<file path="src/sv/rcfc_pkg.sv">
// Shared types and constants for the remote-control frame checker.
package rcfc_pkg;

    localparam int unsigned FRAME_BYTES = 25;
    localparam int unsigned COUNT_W     = 5;
    localparam int unsigned NUM_FLOATS  = 4;
    localparam int unsigned NUM_MODES   = 5;

    localparam logic [COUNT_W-1:0] COUNT_MAX   = 5'd31;
    localparam logic [COUNT_W-1:0] ADDR_END    = 5'd3;
    localparam logic [COUNT_W-1:0] FLOAT_START = 5'd3;
    localparam logic [COUNT_W-1:0] MODE_START  = 5'd19;
    localparam logic [COUNT_W-1:0] MODE_END    = 5'd24;
    localparam logic [COUNT_W-1:0] SUM_END     = 5'(FRAME_BYTES - 1);

    typedef enum logic [2:0] {
        STATUS_OK         = 3'd0,
        STATUS_BAD_LENGTH = 3'd1,
        STATUS_BAD_TARGET = 3'd2,
        STATUS_CHECKSUM   = 3'd3,
        STATUS_BAD_FLOAT  = 3'd4,
        STATUS_BAD_MODE   = 3'd5
    } status_code_t;

    typedef struct packed {
        status_code_t status;
        logic [31:0]  rudder;
        logic [31:0]  throttle;
        logic [31:0]  aileron;
        logic [31:0]  elevator;
        logic [7:0]   arm;
        logic [7:0]   flip;
        logic [7:0]   control;
        logic [7:0]   altitude;
        logic [7:0]   attitude;
    } rcfc_result_t;

    function automatic logic exponent_all_ones(input logic [31:0] bits);
        return &bits[30:23];
    endfunction

endpackage

</file>
<file path="src/sv/rcfc_input_stage.sv">
// Input register for received bytes, with hand-off to the frame logic.
module rcfc_input_stage (
    input  logic       clk,
    input  logic       rst_n,
    input  logic       in_valid,
    output logic       in_stall,
    input  logic [7:0] frame_byte,
    input  logic       frame_end,
    input  logic       out_free,
    output logic       step,
    output logic [7:0] step_byte,
    output logic       step_end
);
    import rcfc_pkg::*;

    logic       valid_reg;
    logic       valid_next;
    logic [7:0] byte_reg;
    logic       end_reg;
    logic       accept;

    // A byte that closes a frame needs room in the output register.
    assign step      = valid_reg && (!end_reg || out_free);
    assign in_stall  = valid_reg && !step;
    assign accept    = in_valid && !in_stall;
    assign step_byte = byte_reg;
    assign step_end  = end_reg;

    always_comb
    begin
        valid_next = valid_reg;
        if (accept)
        begin
            valid_next = 1'b1;
        end
        else if (step)
        begin
            valid_next = 1'b0;
        end
    end

    always_ff @(posedge clk or negedge rst_n)
    begin
        if (!rst_n)
        begin
            valid_reg <= 1'b0;
        end
        else
        begin
            valid_reg <= valid_next;
        end
    end

    always_ff @(posedge clk)
    begin
        if (accept)
        begin
            byte_reg <= frame_byte;
            end_reg  <= frame_end;
        end
    end

endmodule

</file>
<file path="src/sv/rcfc_frame_state.sv">
// Per-frame counters, field capture and the end-of-frame checks.
module rcfc_frame_state (
    input  logic                  clk,
    input  logic                  rst_n,
    input  logic                  cfg_write,
    input  logic [23:0]           cfg_data,
    input  logic                  step,
    input  logic [7:0]            step_byte,
    input  logic                  step_end,
    output logic                  res_valid,
    output rcfc_pkg::rcfc_result_t res
);
    import rcfc_pkg::*;

    logic [23:0]        target_reg;
    logic [COUNT_W-1:0] count_reg;
    logic [COUNT_W-1:0] count_next;
    logic [7:0]         sum_reg;
    logic [7:0]         sum_next;
    logic               match_reg;
    logic               match_next;
    logic [31:0]        float_reg [NUM_FLOATS];
    logic [31:0]        float_next [NUM_FLOATS];
    logic [7:0]         mode_reg [NUM_MODES];
    logic [7:0]         mode_next [NUM_MODES];
    logic [COUNT_W-1:0] rel;
    logic [COUNT_W-1:0] mode_idx;
    logic [7:0]         want;
    logic               exp_saturated;
    status_code_t       status;

    assign rel       = count_reg - FLOAT_START;
    assign mode_idx  = count_reg - MODE_START;
    assign res_valid = step && step_end;

    always_comb
    begin
        case (count_reg[1:0])
            2'd0:    want = target_reg[7:0];
            2'd1:    want = target_reg[15:8];
            default: want = target_reg[23:16];
        endcase
    end

    always_comb
    begin
        exp_saturated = 1'b0;
        for (int k = 0; k < NUM_FLOATS; k++)
        begin
            exp_saturated = exp_saturated | exponent_all_ones(float_reg[k]);
        end
    end

    // A closing byte is only ever the checksum when the length is right,
    // so the checks read the state left by the earlier bytes.
    always_comb
    begin
        if (count_reg != SUM_END)
        begin
            status = STATUS_BAD_LENGTH;
        end
        else if (!match_reg)
        begin
            status = STATUS_BAD_TARGET;
        end
        else if (sum_reg != step_byte)
        begin
            status = STATUS_CHECKSUM;
        end
        else if (exp_saturated)
        begin
            status = STATUS_BAD_FLOAT;
        end
        else if (!(mode_reg[2] inside {8'd0, 8'd1}) || !(mode_reg[3] inside {8'd4, 8'd5}))
        begin
            status = STATUS_BAD_MODE;
        end
        else
        begin
            status = STATUS_OK;
        end
    end

    always_comb
    begin
        res = '0;
        res.status = status;
        if (status == STATUS_OK)
        begin
            res.rudder   = float_reg[0];
            res.throttle = float_reg[1];
            res.aileron  = float_reg[2];
            res.elevator = float_reg[3];
            res.arm      = mode_reg[0];
            res.flip     = mode_reg[1];
            res.control  = mode_reg[2];
            res.altitude = mode_reg[3];
            res.attitude = mode_reg[4];
        end
    end

    always_comb
    begin
        count_next = count_reg;
        sum_next   = sum_reg;
        match_next = match_reg;
        float_next = float_reg;
        mode_next  = mode_reg;
        if (step)
        begin
            if (step_end)
            begin
                count_next = '0;
                sum_next   = '0;
                match_next = 1'b1;
                for (int k = 0; k < NUM_FLOATS; k++)
                begin
                    float_next[k] = '0;
                end
                for (int k = 0; k < NUM_MODES; k++)
                begin
                    mode_next[k] = '0;
                end
            end
            else
            begin
                if (count_reg < ADDR_END && step_byte != want)
                begin
                    match_next = 1'b0;
                end
                if (count_reg >= FLOAT_START && count_reg < MODE_START)
                begin
                    case (rel[1:0])
                        2'd0:    float_next[rel[3:2]][7:0]   = step_byte;
                        2'd1:    float_next[rel[3:2]][15:8]  = step_byte;
                        2'd2:    float_next[rel[3:2]][23:16] = step_byte;
                        default: float_next[rel[3:2]][31:24] = step_byte;
                    endcase
                end
                if (count_reg >= MODE_START && count_reg < MODE_END)
                begin
                    mode_next[mode_idx[2:0]] = step_byte;
                end
                if (count_reg < SUM_END)
                begin
                    sum_next = sum_reg + step_byte;
                end
                if (count_reg != COUNT_MAX)
                begin
                    count_next = count_reg + 1'b1;
                end
            end
        end
    end

    always_ff @(posedge clk or negedge rst_n)
    begin
        if (!rst_n)
        begin
            target_reg <= '0;
            count_reg  <= '0;
            sum_reg    <= '0;
            match_reg  <= 1'b1;
            for (int k = 0; k < NUM_FLOATS; k++)
            begin
                float_reg[k] <= '0;
            end
            for (int k = 0; k < NUM_MODES; k++)
            begin
                mode_reg[k] <= '0;
            end
        end
        else
        begin
            if (cfg_write)
            begin
                target_reg <= cfg_data;
            end
            count_reg <= count_next;
            sum_reg   <= sum_next;
            match_reg <= match_next;
            float_reg <= float_next;
            mode_reg  <= mode_next;
        end
    end

endmodule

</file>
<file path="src/sv/rcfc_output_stage.sv">
// Result register towards the downstream consumer.
module rcfc_output_stage (
    input  logic                   clk,
    input  logic                   rst_n,
    input  logic                   res_valid,
    input  rcfc_pkg::rcfc_result_t res,
    output logic                   out_free,
    output logic                   out_valid,
    input  logic                   out_stall,
    output rcfc_pkg::rcfc_result_t out_res
);
    import rcfc_pkg::*;

    logic         valid_reg;
    logic         valid_next;
    rcfc_result_t res_reg;

    assign out_free  = !valid_reg || !out_stall;
    assign out_valid = valid_reg;
    assign out_res   = res_reg;

    always_comb
    begin
        valid_next = valid_reg;
        if (res_valid)
        begin
            valid_next = 1'b1;
        end
        else if (!out_stall)
        begin
            valid_next = 1'b0;
        end
    end

    always_ff @(posedge clk or negedge rst_n)
    begin
        if (!rst_n)
        begin
            valid_reg <= 1'b0;
        end
        else
        begin
            valid_reg <= valid_next;
        end
    end

    always_ff @(posedge clk)
    begin
        if (res_valid)
        begin
            res_reg <= res;
        end
    end

endmodule

</file>
<file path="src/sv/rc_control_frame_checker_core.sv">
// Top level of the remote-control frame checker.
// The checker takes one frame byte per request on the input channel, with
// frame_end set on the last byte, and sustains one byte per clock cycle. A
// byte passes through an input register and then updates the frame state
// (byte count, running sum, target match and captured fields) in the next
// cycle unless it is a closing byte that is held up; a closing byte produces
// one result request, which is written into the result register and
// presented on the output channel from there. All other bytes produce no
// result. The result register and the input register together let a new
// byte be taken while a finished result still waits downstream; only a
// closing byte that finds the result register full and stalled holds up
// the input.
// The status code is 0 for a good frame, 1 for a wrong length, 2 for a
// target address mismatch, 3 for a checksum error, 4 for a non-finite
// control value and 5 for an invalid mode; on any non-zero code all other
// result fields read as zero. The target address is written through the
// configuration channel, which is always ready, and should be changed only
// while no frame is in progress.
module rc_control_frame_checker_core (
    input  logic        clk,
    input  logic        rst_n,
    input  logic        cfg_valid,
    output logic        cfg_ready,
    input  logic [23:0] target_address,
    input  logic        in_valid,
    output logic        in_stall,
    input  logic [7:0]  frame_byte,
    input  logic        frame_end,
    output logic        out_valid,
    input  logic        out_stall,
    output logic [2:0]  status_code,
    output logic [31:0] rudder_bits,
    output logic [31:0] throttle_bits,
    output logic [31:0] aileron_bits,
    output logic [31:0] elevator_bits,
    output logic [7:0]  arm_button,
    output logic [7:0]  flip_button,
    output logic [7:0]  ctrl_mode,
    output logic [7:0]  altitude_mode,
    output logic [7:0]  attitude_reset
);
    import rcfc_pkg::*;

    logic         out_free;
    logic         step;
    logic [7:0]   step_byte;
    logic         step_end;
    logic         res_valid;
    rcfc_result_t res;
    rcfc_result_t out_res;

    // The single register can always be written.
    assign cfg_ready = 1'b1;

    rcfc_input_stage u_input (
        .clk        (clk),
        .rst_n      (rst_n),
        .in_valid   (in_valid),
        .in_stall   (in_stall),
        .frame_byte (frame_byte),
        .frame_end  (frame_end),
        .out_free   (out_free),
        .step       (step),
        .step_byte  (step_byte),
        .step_end   (step_end)
    );

    rcfc_frame_state u_state (
        .clk       (clk),
        .rst_n     (rst_n),
        .cfg_write (cfg_valid && cfg_ready),
        .cfg_data  (target_address),
        .step      (step),
        .step_byte (step_byte),
        .step_end  (step_end),
        .res_valid (res_valid),
        .res       (res)
    );

    rcfc_output_stage u_output (
        .clk       (clk),
        .rst_n     (rst_n),
        .res_valid (res_valid),
        .res       (res),
        .out_free  (out_free),
        .out_valid (out_valid),
        .out_stall (out_stall),
        .out_res   (out_res)
    );

    assign status_code    = out_res.status;
    assign rudder_bits    = out_res.rudder;
    assign throttle_bits  = out_res.throttle;
    assign aileron_bits   = out_res.aileron;
    assign elevator_bits  = out_res.elevator;
    assign arm_button     = out_res.arm;
    assign flip_button    = out_res.flip;
    assign ctrl_mode      = out_res.control;
    assign altitude_mode  = out_res.altitude;
    assign attitude_reset = out_res.attitude;

endmodule

</file>
<file path="config.mk">
export PLATFORM = sky130hd
export DESIGN_NAME = rc_control_frame_checker_core
export DESIGN_NICKNAME = d
export VERILOG_FILES = /design/src/sv/rcfc_pkg.sv /design/src/sv/rcfc_input_stage.sv /design/src/sv/rcfc_frame_state.sv /design/src/sv/rcfc_output_stage.sv /design/src/sv/rc_control_frame_checker_core.sv
export SDC_FILE = /design/constraint.sdc
export NUM_CORES = 1
export LEC_CHECK = 0
export BUFFER_PORTS_ARGS = -buffer_cell sky130_fd_sc_hd__buf_2
export CELL_PAD_IN_SITES_DETAIL_PLACEMENT = 0
export CELL_PAD_IN_SITES_GLOBAL_PLACEMENT = 2
export CORE_MARGIN = 8
export CORE_UTILIZATION = 43
export CTS_CLUSTER_SIZE = 16
export DETAILED_ROUTE_END_ITERATION = 6
export PLACE_DENSITY_LB_ADDON = 0.1
export SLEW_MARGIN = 5
export SYNTH_ARGS = -nofsm -noshare
export SYNTH_HDL_FRONTEND = slang
export SYNTH_SLANG_ARGS = --single-unit
</file>
<file path="constraint.sdc">
create_clock -name clk -period 18.05 [get_ports clk]
set_input_delay 1.805 -clock clk [delete_from_list [all_inputs] [get_ports clk]]
set_output_delay 1.805 -clock clk [all_outputs]
set_load 0.005 [all_outputs]
</file>
==> flow_summary.toml, run 1 <==
[route]
avgRoutedWirePerCell_um = 21.5
ant_nets = 0
routed_wl_mm = 40.1
drc = 0
drt-initial-drc-count = 605
first_pass_iters = 5
vias_per_cell = 5.33
vias = 9923

[timing]
final.setup.tns_ns = 0
drv_slew = 0
timing.final.crit_share_pct = 22.7
finalCriticalPeriod_ns = 4.09
finalSetupViolCount = 0
final.setup_skew_ns = 0.0186
worstMarginPinSlew_ns = 1.18
rsz0062_at_grt = "false"
maxSlewHeadroom_pct = 21.2
max_freq_ghz = 0.245
hold_viol = 0

[clocking]
postCtsSetupBuffers = 0
cts_resized = 0
path_clk_slew_ns = 0.05
hold_buffers = 0
htreeDepth = 2
cts_buffer_depth = 3
clk_latency_ns = 0.54
cts_tree = "done"
cts_made_buffers = 41
cts.sinks = 388
cts_root_buffer = "clkbuf_16"

[yosys]
synth_ff_type = "dfrtp_1"
synth_seq_cells = 388
seq_area_frac_synth_pct = 67.4
yosysWarnings = 0
synth_cells = 1150
yosysMostFrequentCell = "dfrtp_1"
synth_edf_count = 180
synth_top_area_cell = "edfxtp_1"
syn-cell-area_um2 = 15700
synthArstFlopShare_pct = 53.6
yosys-top-cells-count = "207 x dfrtp_1, 180 x edfxtp_1, 167 x a22o_1"
synth_top_area_share_pct = 34.3
ys_top_cells_by_area = "edfxtp_1 34%, dfrtp_1 33%, a22o_1 9.3%"
synth.distinct_cells = 61
syn_area_per_cell_um2 = 13.7

[critical_path]
crit_type = "in2out"
startpoint_type = "primary input"
cp_cell_sequence = "buf_2 -> nand4_1 -> inv_1 -> buf_2"
cp.required_ns = 16.24
crit_top_cell = "buf_2"
crit_slowest_cell = "buf_2"
crit_path_end_kind = "output pin"
crit_arrival_ns = 2.28
cpPeakStageDelay_ns = 0.14
worstPathMaxFanout = 4

[floorplanning]
core_um2 = 36300
dieArea_um2 = 43000
fp.dieH_um = 207
rows = 70
io_pins = 212
start_util_pct = 43.3
die_x_um = 207

[placed_design]
dp_hpwl_mm = 25.2
portBuffers = 210
placed_cell_area_um2 = 17200
place_inst = 1785
place_congestion = 0.797

[cells_and_area]
area_delta_synth_final_pct = 18.2
final_nets = 1413
final_layout_size_suffix_gt1_share_pct = 24.4
largest_reg_flops = 171
stdcell_count = 1862
fin_area_um2 = 18600
fillCellCount = 3147

[global_route]
grt-ovfl-total = 0
grt_max_degree = 156
gr-usage-all-layers_pct = 18.3
antenna_found_initial = 0
grt_pass1_vias = 10300
grt_pass1_wl_mm = 62.8

[power_and_ir_drop]
p_per_area_nw_per_um2 = 114
ir_worst_vdd_uv = 96.7
p_leak_nw = 8.09

[status]
outcome = "complete, no violations"

[worst_hold_path]
hold_class = "reg2reg"

[run]
maxCapViolCount = 0
## path summary, 6_finish.rpt
path / start / to / slack [ns] / cells past startpoint
max: out_stall / in_stall / 13.96 / 4
min: u_state.sum_reg[2] / u_state.sum_reg[2] / 0.49 / 2
max reg2reg: u_state.count_reg[0] / u_state.float_reg[2] / 14.42 / 6
min reg2reg: u_state.sum_reg[2] / u_state.sum_reg[2] / 0.49 / 2
max in group asynchronous: rst_n / u_state.float_reg[65] / 14.95 / 2
min in group asynchronous: rst_n / u_state.mode_reg[32] / 1.39 / 1
## metrics by stage
stage          worst slack, ns  util (%)  hold WS, ns  power [W]
4_1_cts                  13.95      51.1        0.492    0.00215
2_1_floorplan             5.69         -        0.454    0.00121
3_5_place_dp             13.75      47.5        0.474    0.00131
6_report                 13.96      51.2        0.486    0.00212
5_1_grt                  13.89      51.2        0.510    0.00221
3_3_place_gp             13.81      47.5        0.469    0.00130
## cell type report
cell class / instances / area, um^2 / area share (%)
Sequential cell: 388 / 10600 / 57.0
Multi-Input combinational cell: 695 / 4850 / 26.1
Timing Repair Buffer: 224 / 1180 / 6.37
Clock buffer: 60 / 1180 / 6.33
Tap cell: 468 / 586 / 3.15
Clock inverter: 15 / 156 / 0.840
Inverter: 11 / 41.3 / 0.222
Antenna cell: 1 / 2.50 / 0.0134
## critical path, delay by kind of cell
| kind | cells | cell delay, ns |
|---|---|---|
| AND/OR/NAND/NOR | 1 | 0.14 |
| buffers and inverters | 3 | 0.34 |
## cells in the final DEF (no fill, tap or decap), types with 13 or more instances in the layout
master     instances
buf_2            209
dfrtp_1          207
edfxtp_1         180
a22o_1           167
and2_1           160
a21oi_1           49
nand2_1           45
clkbuf_16         42
o21ai_0           39
nor2_1            34
mux2_2            24
o21bai_1          15
conb_1            14
ha_1              13
buf_4             13
## cell families (layout without fill, tap and decap cells)
| group | count (synthesis) | count (layout) | synth area share, % |
|---|---|---|---|
| flops | 388 | 388 | 67.4 |
| compound gates | 322 | 322 | 15.5 |
| simple gates | 305 | 305 | 11.0 |
| buf+inv | 79 | 310 | 2.15 |
| mux | 25 | 25 | 1.81 |
| xor+xnor | 15 | 15 | 0.835 |
| fa+ha+maj | 14 | 14 | 1.16 |
| other cells | 2 | 15 | 0.0477 |
## power by group
part	leakage (nW)	total (W)	switching, W	internal (W)
combinational	2.89	0.000284	0.000185	0.0000985
sequential	4.56	0.00100	0.0000314	0.000973
clock	0.649	0.000835	0.000339	0.000496
total	8.09	0.00212	0.000556	0.00157
## metal layers
metal | vias up | GRT usage [%] | wire [um]
met4 | 0 | 3.72 | 475
met3 | 41 | 3.74 | 1980
met5 | - | 0 | 0
li1 | 4668 | - | -
met2 | 236 | 29.1 | 18600
met1 | 4978 | 25.9 | 19000
Power figures use the tool's default switching activity.
==> run 2: changes to the inputs <==
--- a/config.mk
+++ b/config.mk
@@ -9,7 +9,7 @@
 export CELL_PAD_IN_SITES_DETAIL_PLACEMENT = 0
 export CELL_PAD_IN_SITES_GLOBAL_PLACEMENT = 2
 export CORE_MARGIN = 8
-export CORE_UTILIZATION = 43
+export CORE_UTILIZATION = 40
 export CTS_CLUSTER_SIZE = 16
 export DETAILED_ROUTE_END_ITERATION = 6
 export PLACE_DENSITY_LB_ADDON = 0.1
==> constraint.sdc (replaced) <==
create_clock -name clk -period 4.2 [get_ports clk]
set_input_delay 0.42 -clock clk [delete_from_list [all_inputs] [get_ports clk]]
set_output_delay 0.42 -clock clk [all_outputs]
set_load 0.005 [all_outputs]
==> flow_summary.toml, run 2 (synthesis gave the netlist of run 1 again) <==
[timing]
timing.final.crit_share_pct = 75.8
drv_slew = 0
maxSlewHeadroom_pct = 45.2
finalSetupViolCount = 0
rsz0062_at_grt = "false"
final.setup_skew_ns = 0.0164
hold_viol = 0
finalCriticalPeriod_ns = 3.18
hold_ws_ns = 0.0416
max_freq_ghz = 0.314
worstMarginPinSlew_ns = 0.817

[cells_and_area]
final_nets = 1421
stdcell_count = 1919
largest_reg_flops = 171
final_layout_size_suffix_gt1_share_pct = 24.1
fin_util_pct = 48.2
final_cell_mix = "209 x buf_2, 207 x dfrtp_1, 180 x edfxtp_1, 167 x a22o_1, 160 x and2_1"
insertedDiodeCount = 0
area_delta_synth_final_pct = 18.7
layout_commonest_cell = "buf_2"

[floorplanning]
io_pins = 212
fp.dieH_um = 214
rows = 72
core_um2 = 38700
die_x_um = 214
dieArea_um2 = 46000
start_util_pct = 40.6

[placed_design]
place_congestion = 0.790
place_inst = 1840
portBuffers = 210
dp_hpwl_mm = 26.4

[critical_path]
reg2reg_to = "u_state.float_reg[7]"
rrSetupSlack_ns = 1.02
crit_path_end_kind = "flip-flop"
crit_top_cell = "inv_1"
reg2reg_from = "u_state.count_reg[0]"
crit_arrival_ns = 3.67
cp_top_family = "buffers and inverters"
cp_cell_sequence = "inv_1 -> ha_1 -> inv_1 -> nand4_1 -> buf_4 -> nor2_1 -> a22o_1"
crit_slowest_cell = "dfrtp_1"
r2r.worst_path.cells = 7
worstPathMaxFanout = 16
crit_type = "reg2reg"
startpoint_type = "flip-flop"
cp_num_buf_inv = 3
cpPeakStageDelay_ns = 0.60
cp.required_ns = 4.69

[power_and_ir_drop]
pwr-share-seq_pct = 48.1
switching_share_pct = 26.4
p_leak_nw = 8.09
p_int_w = 0.00661
pwr-share-clk_pct = 38.3
ir_worst_vdd_uv = 289
p_comb_share_pct = 13.6
p_per_area_nw_per_um2 = 480
p_sw_w = 0.00237

[clocking]
cts_resized = 0
hold_buffers = 3
htreeDepth = 2
postCtsSetupBuffers = 0
cts_root_buffer = "clkbuf_16"
path_clk_slew_ns = 0.06
clk_latency_ns = 0.56
cts.sinks = 388
cts_buffer_depth = 3
cts_tree = "done"
cts_made_buffers = 42

[global_route]
grt_pass1_vias = 10400
gr-usage-all-layers_pct = 17.9
antenna_found_initial = 1
grt-ovfl-total = 0
grt_max_degree = 156
grt_pass1_wl_mm = 64.6

[route]
first_pass_iters = 7
drc = 0
routed_wl_mm = 41.7
vias_per_cell = 5.21
drt-initial-drc-count = 717
avgRoutedWirePerCell_um = 21.7
vias = 10000
ant_nets = 0

[run]
maxCapViolCount = 0

[status]
outcome = "complete, no violations"

[worst_hold_path]
timing.hold.worst_path_depth = 1
hold_start = "frame_end"
min_to = "u_input.step_end"
hold_class = "in2reg"
## run 2: cell count changes in the layout (fill, tap and decap cells not counted)
| cell | change |
|---|---|
| clkbuf_1 | +13 |
| clkinv_1 | -5 |
| clkinv_2 | -4 |
| buf_12 | +3 |
| bufinv_16 | -3 |
| dlygate4sd3_1 | +3 |
| buf_4 | +2 |
| clkbuf_8 | -2 |
| buf_16 | -1 |
| buf_8 | +1 |
| clkbuf_16 | +1 |
| diode_2 | -1 |
| nand2_1 | -1 |
| nand2_2 | +1 |
## run 2: cell type report
cell class                      instances  area (um^2)
Fill cell                            3525        20100
Sequential cell                       388        10600
Multi-Input combinational cell        695         4850
Timing Repair Buffer                  231         1260
Clock buffer                           73         1240
Tap cell                              518          648
Inverter                               11         41.3
Clock inverter                          3         27.5
## run 2: worst reg2reg max path: stages, from the launching register on
cell and delay [ns]:
dfrtp_1 0.60, inv_1 0.19, ha_1 0.46, inv_1 0.47, nand4_1 0.42, buf_4 0.30, nor2_1 0.44, a22o_1 0.23
## run 2: worst max-delay path by stage
stage / startpoint / endpoint / slack [ns] / cells after the start
3_5_place_dp: u_state.count_reg[0] / u_state.float_reg[3] / 1.09 / 7
4_1_cts: u_state.count_reg[0] / u_state.float_reg[3] / 1.06 / 7
3_3_place_gp: u_state.count_reg[0] / u_state.float_reg[4] / 1.23 / 7
2_1_floorplan: out_stall / u_state.sum_reg[7] / -0.32 / 5
5_1_grt: u_state.count_reg[0] / u_state.float_reg[33] / 0.80 / 7
6_report: u_state.count_reg[0] / u_state.float_reg[7] / 1.02 / 7
## run 2: power by group through the flow
stage               Clock (W)  Combinational, W  Sequential [W]
floorplan                   0          0.000848         0.00435
global placement            0           0.00123         0.00439
detailed placement          0           0.00124         0.00439
CTS                   0.00355           0.00124         0.00432
global route          0.00369           0.00136         0.00434
finish                0.00344           0.00122         0.00431
## run 2: metrics by stage
stage	total power, W	setup slack [ns]	setup TNS (ns)	instance area, um^2
after global placement	0.00561	1.23	0	17400
after detailed placement	0.00562	1.09	0	17400
after floorplan	0.00520	-0.319	-4.30	15800
after global routing	0.00939	0.799	0	18700
final	0.00898	1.02	0	18700
after CTS	0.00911	1.06	0	18700
## run 2: routing by layer
| layer | routed length (um) | track usage [%] | up-vias |
|---|---|---|---|
| li1 | - | - | 4673 |
| met1 | 19400 | 24.5 | 5043 |
| met2 | 19600 | 28.6 | 232 |
| met3 | 2020 | 4.10 | 52 |
| met4 | 719 | 4.14 | 0 |
| met5 | 0 | 0 | - |
==> run 3: changes to the inputs <==
--- a/config.mk
+++ b/config.mk
@@ -5,11 +5,12 @@
 export SDC_FILE = /design/constraint.sdc
 export NUM_CORES = 1
 export LEC_CHECK = 0
+export ABC_AREA = 1
 export BUFFER_PORTS_ARGS = -buffer_cell sky130_fd_sc_hd__buf_2
 export CELL_PAD_IN_SITES_DETAIL_PLACEMENT = 0
 export CELL_PAD_IN_SITES_GLOBAL_PLACEMENT = 2
 export CORE_MARGIN = 8
-export CORE_UTILIZATION = 40
+export CORE_UTILIZATION = 32
 export CTS_CLUSTER_SIZE = 16
 export DETAILED_ROUTE_END_ITERATION = 6
 export PLACE_DENSITY_LB_ADDON = 0.1
==> constraint.sdc (replaced) <==
create_clock -name clk -period 2.9 [get_ports clk]
set_input_delay 0.29 -clock clk [delete_from_list [all_inputs] [get_ports clk]]
set_output_delay 0.29 -clock clk [all_outputs]
set_load 0.005 [all_outputs]
==> flow_summary.toml, run 3 <==
[timing]
timing.final.crit_share_pct = 84.7
final.setup_skew_ns = 0.0196
finalSetupViolCount = 0
hold_viol = 0
drv_slew = 0
rsz0062_at_grt = "false"
worstMarginPinSlew_ns = 0.848
max_freq_ghz = 0.407
setup_ws_ns = 0.445
maxSlewHeadroom_pct = 43.4
finalCriticalPeriod_ns = 2.46
hold_ws_ns = 0.308

[critical_path]
startpoint_type = "flip-flop"
cp_top_family = "buffers and inverters"
crit_arrival_ns = 2.92
cp_cell_sequence = "ha_2 -> inv_1 -> nand2_1 -> nand2_2 -> inv_4 -> nor2_4 -> inv_1 -> nand2_1 -> nand3_1 -> o21ai_0 -> nand2_1 -> nand2_1"
crit_slowest_cell = "inv_1"
cpPeakStageDelay_ns = 0.62
worstPathMaxFanout = 24
crit_top_cell = "nand2_1"
crit_path_end_kind = "flip-flop"
crit_type = "reg2reg"
cp_num_buf_inv = 3
cp.required_ns = 3.37

[placed_design]
portBuffers = 210
place_congestion = 0.759
pre_cts_slack_ns = 0.442
dp_hpwl_mm = 37.4

[yosys]
synthArstFlopShare_pct = 53.6
synth_seq_cells = 388
synth_cells = 2041
ys_top_cells_by_area = "edfxtp_1 30%, dfrtp_1 29%, nand2_1 13%"
syn_area_per_cell_um2 = 8.83
seq_area_frac_synth_pct = 58.9
synth_top_area_cell = "edfxtp_1"
yosysWarnings = 0
syn-cell-area_um2 = 18000
yosysMostFrequentCell = "nand2_1"
synth_ff_type = "dfrtp_1"
yosys-top-cells-count = "641 x nand2_1, 207 x dfrtp_1, 195 x inv_1"
synth_edf_count = 180
synth.distinct_cells = 37
synth_top_area_share_pct = 30.0

[cells_and_area]
final_cell_mix = "638 x nand2_1, 209 x buf_2, 207 x dfrtp_1, 192 x inv_1"
final_layout_size_suffix_gt1_share_pct = 18.0
largest_reg_flops = 171
fillCellCount = 5721
layout_commonest_cell = "nand2_1"
final_nets = 2342
area_delta_synth_final_pct = 22.7
insertedDiodeCount = 0

[clocking]
path_clk_slew_ns = 0.06
cts_buffer_depth = 3
cts_root_buffer = "clkbuf_16"
htreeDepth = 2
cts_made_buffers = 46
clk_latency_ns = 0.58
cts_resized = 0
cts_tree = "done"
cts.sinks = 388

[route]
first_pass_iters = 6
drt-initial-drc-count = 1043
routed_wl_mm = 57.4
vias_per_cell = 4.66
drc = 0
vias = 14400
ant_nets = 0
avgRoutedWirePerCell_um = 18.6

[status]
outcome = "complete, no violations"

[global_route]
grt_pass1_vias = 14600
grt_max_degree = 73
grt_pass1_wl_mm = 89.0
grt-ovfl-total = 0
gr-usage-all-layers_pct = 17.9
antenna_found_initial = 0

[power_and_ir_drop]
p_leak_nw = 9.88
p_per_area_nw_per_um2 = 691
ir_worst_vdd_uv = 370

[floorplanning]
fp.dieH_um = 253
core_um2 = 56100
dieArea_um2 = 64200
die_x_um = 253
rows = 87
io_pins = 212
start_util_pct = 32.2

[worst_hold_path]
hold_class = "in2async"

[run]
maxCapViolCount = 0
-- run 3: changes by cell type after synthesis, sizes merged, moves of 11 or more --
cell	previous run	this run
o21bai	15	0
nand2	46	646
nand3	5	188
and2	161	0
a21oi	52	70
o21ai	59	174
inv	11	202
nor2	38	190
a22o	167	1
buf	13	59
a21o	12	1
-- run 3: layout make-up --
class | instances | area, um^2 | share of cell area (%)
Sequential cell | 388 | 10600 | 48.0
Inverter | 202 | 764 | 3.46
Multi-Input combinational cell | 1354 | 6240 | 28.2
Clock buffer | 60 | 1340 | 6.05
Clock inverter | 26 | 246 | 1.11
Tap cell | 756 | 946 | 4.28
Timing Repair Buffer | 298 | 1970 | 8.92
-- run 3: worst reg2reg max path: stages (launching register included) --
cell	delay [ns]
dfrtp_1	0.52
ha_2	0.29
inv_1	0.07
nand2_1	0.07
nand2_2	0.13
inv_4	0.18
nor2_4	0.06
inv_1	0.62
nand2_1	0.10
nand3_1	0.10
o21ai_0	0.09
nand2_1	0.09
nand2_1	0.05
-- run 3: logic make-up after synthesis --
logic type / count (synthesis) / share of synthesized area [%]
buffers and inverters: 311 / 6.99
DFF: 388 / 58.9
other: 2 / 0.0417
adders and majority gates: 14 / 1.01
AOI/OAI and AO/OA: 251 / 7.55
muxes: 24 / 1.50
xor gates and xnor gates: 4 / 0.194
and+or+nand+nor: 1047 / 23.8
-- run 3: where the power goes --
part | leakage (nW) | switching [W] | total (W) | internal [W]
combinational | 4.53 | 0.00199 | 0.00283 | 0.000837
clock | 0.794 | 0.00235 | 0.00603 | 0.00368
sequential | 4.56 | 0.000261 | 0.00642 | 0.00616
total | 9.88 | 0.00460 | 0.0153 | 0.0107
-- run 3: what timing repair did --
action | CTS | global route
hold buffers | 36 | 0
endpoints found under the hold margin | 100 | 0
buffers inserted | 0 | 0
-- run 3: per-stage QoR --
step	setup TNS, ns	util, %	cells	cell area [um^2]	total power, W
global route	0	39.5	3084	22100	0.0161
CTS	0	39.5	3084	22100	0.0155
finish	0	39.5	3084	22100	0.0153
detailed placement	0	36.0	2962	20200	0.00936
floorplan	-133.68	-	2053	18100	0.00824
global placement	0	36.0	2962	20200	0.00935
-- run 3: path summary, 6_finish.rpt --
kind                                   startpoint  slack, ns                      to  cells after the start
min in group clk                        cfg_valid       0.32  u_state.target_reg[17]                      2
max in group asynchronous                   rst_n       1.77    u_state.mode_reg[32]                      3
hold / removal                              rst_n       0.31   u_state.float_reg[37]                      2
setup / recovery             u_state.count_reg[0]       0.44   u_state.float_reg[98]                     12
hold reg to reg            u_state.float_reg[114]       0.48  u_state.float_reg[114]                      2
setup reg to reg             u_state.count_reg[0]       0.44   u_state.float_reg[98]                     12
-- run 3: per-layer routing --
layer,GRT usage [%],vias up,wire length [um]
met4,4.75,0,1330
met2,30.1,264,27600
met1,23.6,6965,26200
met5,0,-,0
met3,3.02,73,2320
li1,-,7069,-
